==> config.mk <==
export PLATFORM = sky130hd
export DESIGN_NAME = button_debounce_press_duration_core
export DESIGN_NICKNAME = d
export VERILOG_FILES = /design/src/bdpd_pkg.sv /design/src/button_debounce_press_duration_core.sv
export SDC_FILE = /design/constraint.sdc
export NUM_CORES = 1
export LEC_CHECK = 0
export ABC_AREA = 1
export BUFFER_PORTS_ARGS = -buffer_cell sky130_fd_sc_hd__buf_2
export CAP_MARGIN = 30
export CELL_PAD_IN_SITES_DETAIL_PLACEMENT = 0
export CELL_PAD_IN_SITES_GLOBAL_PLACEMENT = 1
export CORE_MARGIN = 5
export CORE_UTILIZATION = 43
export CTS_BUF_LIST = sky130_fd_sc_hd__clkbuf_16
export CTS_CLUSTER_SIZE = 16
export DETAILED_ROUTE_END_ITERATION = 6
export PLACE_DENSITY_LB_ADDON = 0.1
export SYNTH_ARGS = -nofsm -noshare
export SYNTH_HDL_FRONTEND = slang
export SYNTH_SLANG_ARGS = --single-unit
==> constraint.sdc <==
create_clock -name clk -period 4.2 [get_ports clk]
set_input_delay 0.42 -clock clk [delete_from_list [all_inputs] [get_ports clk]]
set_output_delay 0.42 -clock clk [all_outputs]
set_load 0.01 [all_outputs]
==> src/bdpd_pkg.sv <==
// Package for the button debounce core: transaction types, register indexes and constants.
package bdpd_pkg;

  localparam int unsigned CountWidth  = 8;
  localparam int unsigned TimeWidth   = 32;
  localparam int unsigned ThreshWidth = 16;
  localparam int unsigned LevelWidth  = 4;

  // Level and event bit positions
  localparam int unsigned LvlHeld     = 0;
  localparam int unsigned LvlLong     = 1;
  localparam int unsigned LvlLonger   = 2;
  localparam int unsigned LvlVeryLong = 3;

  localparam logic [LevelWidth-1:0] LevelsNone     = 4'b0000;
  localparam logic [LevelWidth-1:0] LevelsHeld     = 4'b0001;
  localparam logic [LevelWidth-1:0] LevelsLong     = 4'b0011;
  localparam logic [LevelWidth-1:0] LevelsLonger   = 4'b0111;
  localparam logic [LevelWidth-1:0] LevelsVeryLong = 4'b1111;

  // Register reset values
  localparam logic [CountWidth-1:0]  DebounceReset = 8'd5;
  localparam logic [ThreshWidth-1:0] LongReset     = 16'd1000;
  localparam logic [ThreshWidth-1:0] LongerReset   = 16'd2000;
  localparam logic [ThreshWidth-1:0] VeryLongReset = 16'd8000;

  typedef enum logic [7:0] {
    REG_DEBOUNCE  = 8'd0,
    REG_LONG      = 8'd1,
    REG_LONGER    = 8'd2,
    REG_VERY_LONG = 8'd3
  } cfg_index_t;

  typedef struct packed {
    logic                 pin_level;
    logic [TimeWidth-1:0] now_ms;
    logic                 ack_release;
    logic                 soft_reset;
  } sample_t;

  typedef struct packed {
    logic pressed_now;
    logic held;
    logic held_long;
    logic held_longer;
    logic held_very_long;
    logic released_short;
    logic released_long;
    logic released_longer;
    logic released_very_long;
  } result_t;

endpackage

==> src/button_debounce_press_duration_core.sv <==
// Top level of the button debounce core with press duration levels and release events.
//
// Usage:
//   Sample channel (sample_valid/sample_ready/sample): one transaction per raw pin
//   sample with its millisecond timestamp. Pin low means pressed.
//   Result channel (result_valid/result_ready/result): one transaction per sample,
//   showing the debounce status, the held levels and the latched release events.
//   Config channel (cfg_valid/cfg_ready/cfg_index/cfg_data): always ready; write
//   registers only while no sample is in flight. Unknown indexes are dropped.
//   Output: the result is registered and appears in the cycle after the sample is accepted.
//   Throughput: one sample per cycle while results are taken; the elapsed-time subtract and three
//   threshold compares sit between the sample port and the result register.
//   Stall: while result_valid is high and result_ready is low, the result holds
//   and sample_ready drops; when the result is taken a new sample is accepted in
//   the same cycle.
//   Reset: clears the press state and the result slot and restores the register
//   defaults (debounce 5, thresholds 1000, 2000 and 8000 ms).
module button_debounce_press_duration_core
  import bdpd_pkg::*;
(
  input  logic                   clk,
  input  logic                   rst,
  input  logic                   sample_valid,
  output logic                   sample_ready,
  input  sample_t                sample,
  output logic                   result_valid,
  input  logic                   result_ready,
  output result_t                result,
  input  logic                   cfg_valid,
  output logic                   cfg_ready,
  input  logic [7:0]             cfg_index,
  input  logic [ThreshWidth-1:0] cfg_data
);

  // Configuration registers
  logic [CountWidth-1:0]  debounce_count;
  logic [ThreshWidth-1:0] long_threshold_ms;
  logic [ThreshWidth-1:0] longer_threshold_ms;
  logic [ThreshWidth-1:0] very_long_threshold_ms;

  // Press state
  logic [CountWidth-1:0] press_count, press_count_next;
  logic [TimeWidth-1:0]  press_start_time, press_start_time_next;
  logic [LevelWidth-1:0] held_levels, held_levels_next;
  logic [LevelWidth-1:0] release_events, release_events_next;

  logic [TimeWidth-1:0]  elapsed;
  logic [LevelWidth-1:0] levels_now;
  logic [LevelWidth-1:0] top_level;
  logic                  count_full;
  logic                  accept;
  result_t               result_next;

  assign cfg_ready    = 1'b1;
  assign sample_ready = !result_valid || result_ready;
  assign accept       = sample_valid && sample_ready;

  // Register writes
  always_ff @(posedge clk) begin
    if (rst) begin
      debounce_count         <= DebounceReset;
      long_threshold_ms      <= LongReset;
      longer_threshold_ms    <= LongerReset;
      very_long_threshold_ms <= VeryLongReset;
    end else if (cfg_valid && cfg_ready) begin
      unique case (cfg_index_t'(cfg_index))
        REG_DEBOUNCE:  debounce_count         <= cfg_data[CountWidth-1:0];
        REG_LONG:      long_threshold_ms      <= cfg_data;
        REG_LONGER:    longer_threshold_ms    <= cfg_data;
        REG_VERY_LONG: very_long_threshold_ms <= cfg_data;
        default: ;
      endcase
    end
  end

  // Elapsed time wraps modulo 2^32; thresholds are zero-extended
  assign elapsed = sample.now_ms - press_start_time;

  always_comb begin
    if (elapsed > {{(TimeWidth-ThreshWidth){1'b0}}, very_long_threshold_ms}) begin
      levels_now = LevelsVeryLong;
    end else if (elapsed > {{(TimeWidth-ThreshWidth){1'b0}}, longer_threshold_ms}) begin
      levels_now = LevelsLonger;
    end else if (elapsed > {{(TimeWidth-ThreshWidth){1'b0}}, long_threshold_ms}) begin
      levels_now = LevelsLong;
    end else begin
      levels_now = LevelsHeld;
    end
  end

  // One event for the highest level reached
  always_comb begin
    top_level = LevelsNone;
    if (held_levels[LvlVeryLong]) begin
      top_level[LvlVeryLong] = 1'b1;
    end else if (held_levels[LvlLonger]) begin
      top_level[LvlLonger] = 1'b1;
    end else if (held_levels[LvlLong]) begin
      top_level[LvlLong] = 1'b1;
    end else if (held_levels[LvlHeld]) begin
      top_level[LvlHeld] = 1'b1;
    end
  end

  assign count_full = (press_count == debounce_count);

  always_comb begin
    press_count_next      = press_count;
    press_start_time_next = press_start_time;
    held_levels_next      = held_levels;
    release_events_next   = release_events;
    if (sample.soft_reset) begin
      press_count_next    = '0;
      held_levels_next    = LevelsNone;
      release_events_next = LevelsNone;
    end else if (!sample.pin_level) begin
      if (press_count < debounce_count) begin
        // Cannot overflow: the count stays below debounce_count
        press_count_next = press_count + 1'b1;
        if (press_count_next == debounce_count) begin
          press_start_time_next = sample.now_ms;
        end
      end else begin
        held_levels_next = levels_now;
      end
    end else begin
      // Release: latch the event only after a debounced press
      if (count_full) begin
        release_events_next = top_level;
      end
      held_levels_next = LevelsNone;
      press_count_next = '0;
    end

    result_next.pressed_now        = (press_count_next == debounce_count);
    result_next.held               = held_levels_next[LvlHeld];
    result_next.held_long          = held_levels_next[LvlLong];
    result_next.held_longer        = held_levels_next[LvlLonger];
    result_next.held_very_long     = held_levels_next[LvlVeryLong];
    result_next.released_short     = release_events_next[LvlHeld];
    result_next.released_long      = release_events_next[LvlLong];
    result_next.released_longer    = release_events_next[LvlLonger];
    result_next.released_very_long = release_events_next[LvlVeryLong];
  end

  // Advance the press state on each accepted sample; the ack clears events after reporting
  always_ff @(posedge clk) begin
    if (rst) begin
      press_count      <= '0;
      press_start_time <= '0;
      held_levels      <= LevelsNone;
      release_events   <= LevelsNone;
    end else if (accept) begin
      press_count      <= press_count_next;
      press_start_time <= press_start_time_next;
      held_levels      <= held_levels_next;
      release_events   <= sample.ack_release ? LevelsNone : release_events_next;
    end
  end

  // Result slot: hold while stalled, load on accept
  always_ff @(posedge clk) begin
    if (rst) begin
      result_valid <= 1'b0;
    end else if (accept) begin
      result_valid <= 1'b1;
    end else if (result_ready) begin
      result_valid <= 1'b0;
    end
  end

  always_ff @(posedge clk) begin
    if (accept) begin
      result <= result_next;
    end
  end

endmodule

==> results.rst <==
.. list-table::
   :header-rows: 1

   * - Metric
     - Value
   * - Synthesis warning total
     - 0
   * - Vias in the first global route
     - 7213
   * - Die Span Y
     - approximately 150 µm
   * - Element type at the critical path end
     - flip-flop
   * - Total die area
     - approximately 0.022 mm²
   * - Starting utilization of the core area
     - between 40% and 50%
   * - Fraction of post-synthesis cell area in the top cell type by area
     - around 25%
   * - Fraction of power consumed by combinational cells
     - between 10% and 20%
   * - Aggregate global routing overflow
     - 0
   * - Number of antenna violations at the first check in global routing
     - 0
   * - Root buf cell
     - sky130_fd_sc_hd__clkbuf_16
   * - Ranking of synthesized cells by instance count
     - 334 x sky130_fd_sc_hd__nand2_1, 254 x sky130_fd_sc_hd__inv_1, 122 x sky130_fd_sc_hd__a21oi_1
   * - Share of synthesized area spent on multiplexers
     - 0%
   * - Antenna fix cells
     - 0
   * - End of the worst register-to-register path
     - result[4]
   * - # fillers
     - 2002
   * - H-tree level count
     - 4
   * - Type of element launching the critical path
     - flip-flop
   * - Syn Nets
     - 1432
   * - Area leader, netlist
     - sky130_fd_sc_hd__dfxtp_1
   * - Proportion of power drawn by the clock network
     - between 40% and 50%
   * - Fraction of the mapped netlist area in compound gates
     - between 15 and 20%
   * - Power Density
     - approximately 330 mW/mm²
   * - RSZ-0062 raised after global routing
     - false
   * - Slew HR
     - around 37%
   * - Type of the worst setup path
     - flip-flop to flip-flop
   * - Placer's final routability congestion estimate
     - ~0.85
   * - Routed Antenna Nets
     - 0
   * - Sequential share of the synthesized area
     - between 20% and 30%
   * - Die Wd
     - between 100 and 150 µm
   * - Clock period minus final worst setup slack
     - 3.59 ns
   * - Nets
     - approximately 1500
   * - Leak pwr
     - between 4 and 5 nW
   * - Count of flip-flops with a built-in enable after synthesis
     - 9
   * - Initial detailed-routing violation count
     - ~360
   * - Fraction of final layout cells with drive strength greater than 1
     - 8.74%
   * - Peak VDD IR
     - approximately 0.27 mV
   * - DR pass1 iterations
     - 5
   * - Post-CTS clock slew at the launch and capture registers of the worst setup and hold paths
     - ~0.060 ns
   * - Total DRC errors in the routed layout
     - 0
   * - Post-CTS Setup Repair Bufs
     - 0
   * - Layout Skew
     - roughly 0.0096 ns
   * - Number of cells upsized or downsized after cts
     - 0
   * - Post-synthesis simple-gate area fraction
     - roughly 25%
   * - Transition at the pin with the smallest max-transition slack
     - about 0.95 ns
   * - Internal reg-to-reg setup slack
     - between 0.6 and 0.7 ns
   * - Destination of the critical timing path
     - result[4]
   * - Type of the worst min-delay path
     - input port to flip-flop
   * - Crit. Startpoint
     - press_start_time[14]
   * - Largest net degree at the start of global routing
     - between 70 and 80
   * - Number of top-level design ports
     - 76
   * - Critical path fanouts, max
     - 4
   * - Leading cell types by total area after synthesis
     - sky130_fd_sc_hd__dfxtp_1 25%, sky130_fd_sc_hd__nand2_1 15%, sky130_fd_sc_hd__ha_1 13%
   * - Main combinational cell family by area after synthesis
     - simple AND/OR/NAND/NOR gates
   * - Clock tree from TritonCTS
     - built
   * - Switching part of the total power
     - 31.1%
   * - Area after DPL
     - 0.00892 mm²
   * - Setup TNS
     - 0 ns
   * - Power spent charging and discharging nets
     - between 0.0009 and 0.001 W
   * - Final clock period utilization by the worst path
     - between 80% and 90%
   * - Routed wire length per instance
     - 13.5 µm
   * - Sequential share of power
     - roughly 36%
   * - Max-capacitance violation count
     - 0
   * - Number of distinct library cells after synthesis
     - 38
   * - Core Rows
     - 50
   * - Count of vias placed by the detailed router
     - about 7700
   * - Count of pins over their slew limit
     - 0
   * - Startpoint of the worst register-to-register path
     - press_start_time[14]
   * - Global-route total usage across every layer
     - just over 20%
   * - Post-DP HPWL
     - approximately 17 mm
   * - Global-route wire length before repair
     - approximately 36 mm
   * - Final Hold Fails
     - 0
   * - Count of hold buffers inserted by post-cts repair
     - 0
   * - Ratio of routed vias to standard cells
     - between 4 and 5
   * - Share of async-settable or async-resettable flops after synthesis
     - 0%
   * - Outcome
     - complete, no violations
   * - Number of cell instances on the worst register-to-register path
     - 26
   * - Port Buffer Count
     - between 70 and 80
   * - Final setup violation count
     - 0
   * - Leading cell type by number of instances after synthesis
     - sky130_fd_sc_hd__nand2_1
   * - Crit path arrival time
     - around 3.8 ns
   * - XOR/XNOR Fraction of Synth Area
     - roughly 3.7%
   * - Post-synth design cell area
     - roughly 0.0083 mm²
   * - Synthesized instance count
     - ~1300
   * - Maximum clock insertion buffer count
     - 2
   * - Arithmetic-cell share of the synthesized area counting full adders, half adders and majority gates
     - 13.5%
   * - Routed wire length
     - between 20 and 25 mm
   * - Synthesis-to-finish area growth
     - 13.9%
   * - CTS buffer count
     - 17
   * - Area of the core
     - between 0.015 and 0.02 mm²
   * - Total clock sinks
     - between 100 and 150
   * - Post-synthesis area per instance
     - roughly 6.5 µm²
   * - Required time of the critical path
     - about 4.4 ns
   * - Insertion delay to the later sink of the worst-skew pair
     - approximately 0.42 ns
   * - Post-synthesis sequential element count
     - approximately 110
   * - Most common flop cell mapped by yosys
     - sky130_fd_sc_hd__dfxtp_1
   * - Final cell area excluding filler cells
     - approximately 0.0095 mm²
   * - Maximum frequency from static timing analysis
     - approximately 280 MHz
   * - Cell-internal power
     - around 0.0021 W
## cell usage in the layout (no fill, tap or decap), drive strengths merged, types with 3 or more instances in the layout
master / Yosys / final
buf: 8 / 80
nor2: 92 / 92
ha: 88 / 88
a21oi: 122 / 122
o21ai: 91 / 91
o211ai: 24 / 24
nand2: 335 / 335
or2: 3 / 3
a21o: 3 / 3
nand3: 42 / 42
xor2: 29 / 29
clkinv: 2 / 5
dfxtp: 105 / 105
clkbuf: 21 / 17
nor3: 11 / 11
xnor2: 5 / 5
o21a: 3 / 3
inv: 254 / 259
clkinvlp: 0 / 6
nand4: 16 / 16
edfxtp: 9 / 9
## critical path: stages, from the launching register on
cell                      delay [ns]
sky130_fd_sc_hd__dfxtp_1        0.31
sky130_fd_sc_hd__inv_1          0.05
sky130_fd_sc_hd__ha_1           0.37
sky130_fd_sc_hd__nand2_1        0.12
sky130_fd_sc_hd__nor2_1         0.24
sky130_fd_sc_hd__nand2_1        0.13
sky130_fd_sc_hd__inv_1          0.06
sky130_fd_sc_hd__nand2_1        0.05
sky130_fd_sc_hd__nand2_1        0.09
sky130_fd_sc_hd__xor2_1         0.33
sky130_fd_sc_hd__ha_1           0.32
sky130_fd_sc_hd__nand2_1        0.08
sky130_fd_sc_hd__nor2_1         0.06
sky130_fd_sc_hd__nand2_1        0.08
sky130_fd_sc_hd__nor2_1         0.04
sky130_fd_sc_hd__nand2_1        0.05
sky130_fd_sc_hd__nand2_1        0.04
sky130_fd_sc_hd__nor2_1         0.08
sky130_fd_sc_hd__nor2_1         0.05
sky130_fd_sc_hd__nor2_1         0.14
sky130_fd_sc_hd__nand2_1        0.06
sky130_fd_sc_hd__nor2_1         0.08
sky130_fd_sc_hd__nand2_1        0.05
sky130_fd_sc_hd__nor2_1         0.17
sky130_fd_sc_hd__nand2_1        0.08
sky130_fd_sc_hd__o21ai_1        0.15
sky130_fd_sc_hd__inv_1          0.05
## sequential cells by signal, summed over array words and instances (netlist names)
| signal | count |
|---|---|
| long_threshold_ms | 16 |
| debounce_count | 8 |
| result | 9 |
| longer_threshold_ms | 16 |
| press_count | 8 |
| release_events | 4 |
| very_long_threshold_ms | 16 |
| held_levels | 4 |
| result_valid | 1 |
| press_start_time | 32 |
## area by class of cell
cell class                 count  area, µm²  area share (%)
timing repair buffer          80        415            4.38
sequential                   114       2370            25.0
tap                          260        325            3.43
inverter                     256        962            10.2
clock inverter                15        133            1.40
multi-input combinational    880       4850            51.1
clock buffer                  17        425            4.49
## routing by layer
layer,share of wire [%],track usage (%)
met5,0,0
met3,2.9,3.83
met2,46,33.8
met1,49,27.2
met4,1.8,5.72
## how the worst min path moves through the flow
| stage | startpoint | to | slack, ns | cells after the start |
|---|---|---|---|---|
| CTS | rst | release_events[1] | 0.24 | 2 |
| detailed placement | press_start_time[6] | press_start_time[6] | 0.45 | 2 |
| global route | rst | release_events[1] | 0.25 | 2 |
| finish | rst | release_events[0] | 0.26 | 2 |
| floorplan | press_start_time[0] | press_start_time[0] | 0.43 | 2 |
| global placement | press_start_time[0] | press_start_time[0] | 0.44 | 2 |
## cell families after synthesis
group	Yosys count
and+or+nand+nor	507
AOI/OAI and AO/OA	249
adders and majority gates	89
other	1
DFF	114
buffers and inverters	285
xor gates and xnor gates	34
## metrics by stage
| step | setup WS [ns] | std cells | utilization [%] | hold slack, ns | power (W) |
|---|---|---|---|---|---|
| after CTS | 0.578 | 1622 | 50.2 | 0.237 | 0.00313 |
| after detailed placement | 0.278 | 1590 | 47.2 | 0.453 | 0.00173 |
| final | 0.614 | 1622 | 50.2 | 0.256 | 0.00310 |
| after global placement | 0.300 | 1590 | 47.2 | 0.440 | 0.00172 |
| after floorplan | 0.958 | 1279 | - | 0.427 | 0.00155 |
| after global routing | 0.100 | 1622 | 50.2 | 0.247 | 0.00328 |
## power by group through the flow
stage	Combinational, W	Sequential, W	Clock, W
after floorplan	0.000401	0.00115	0
after global placement	0.000573	0.00115	0
after detailed placement	0.000575	0.00115	0
after CTS	0.000580	0.00113	0.00143
after global routing	0.000666	0.00113	0.00148
final	0.000574	0.00113	0.00140
(Power assumes the default switching activity.)
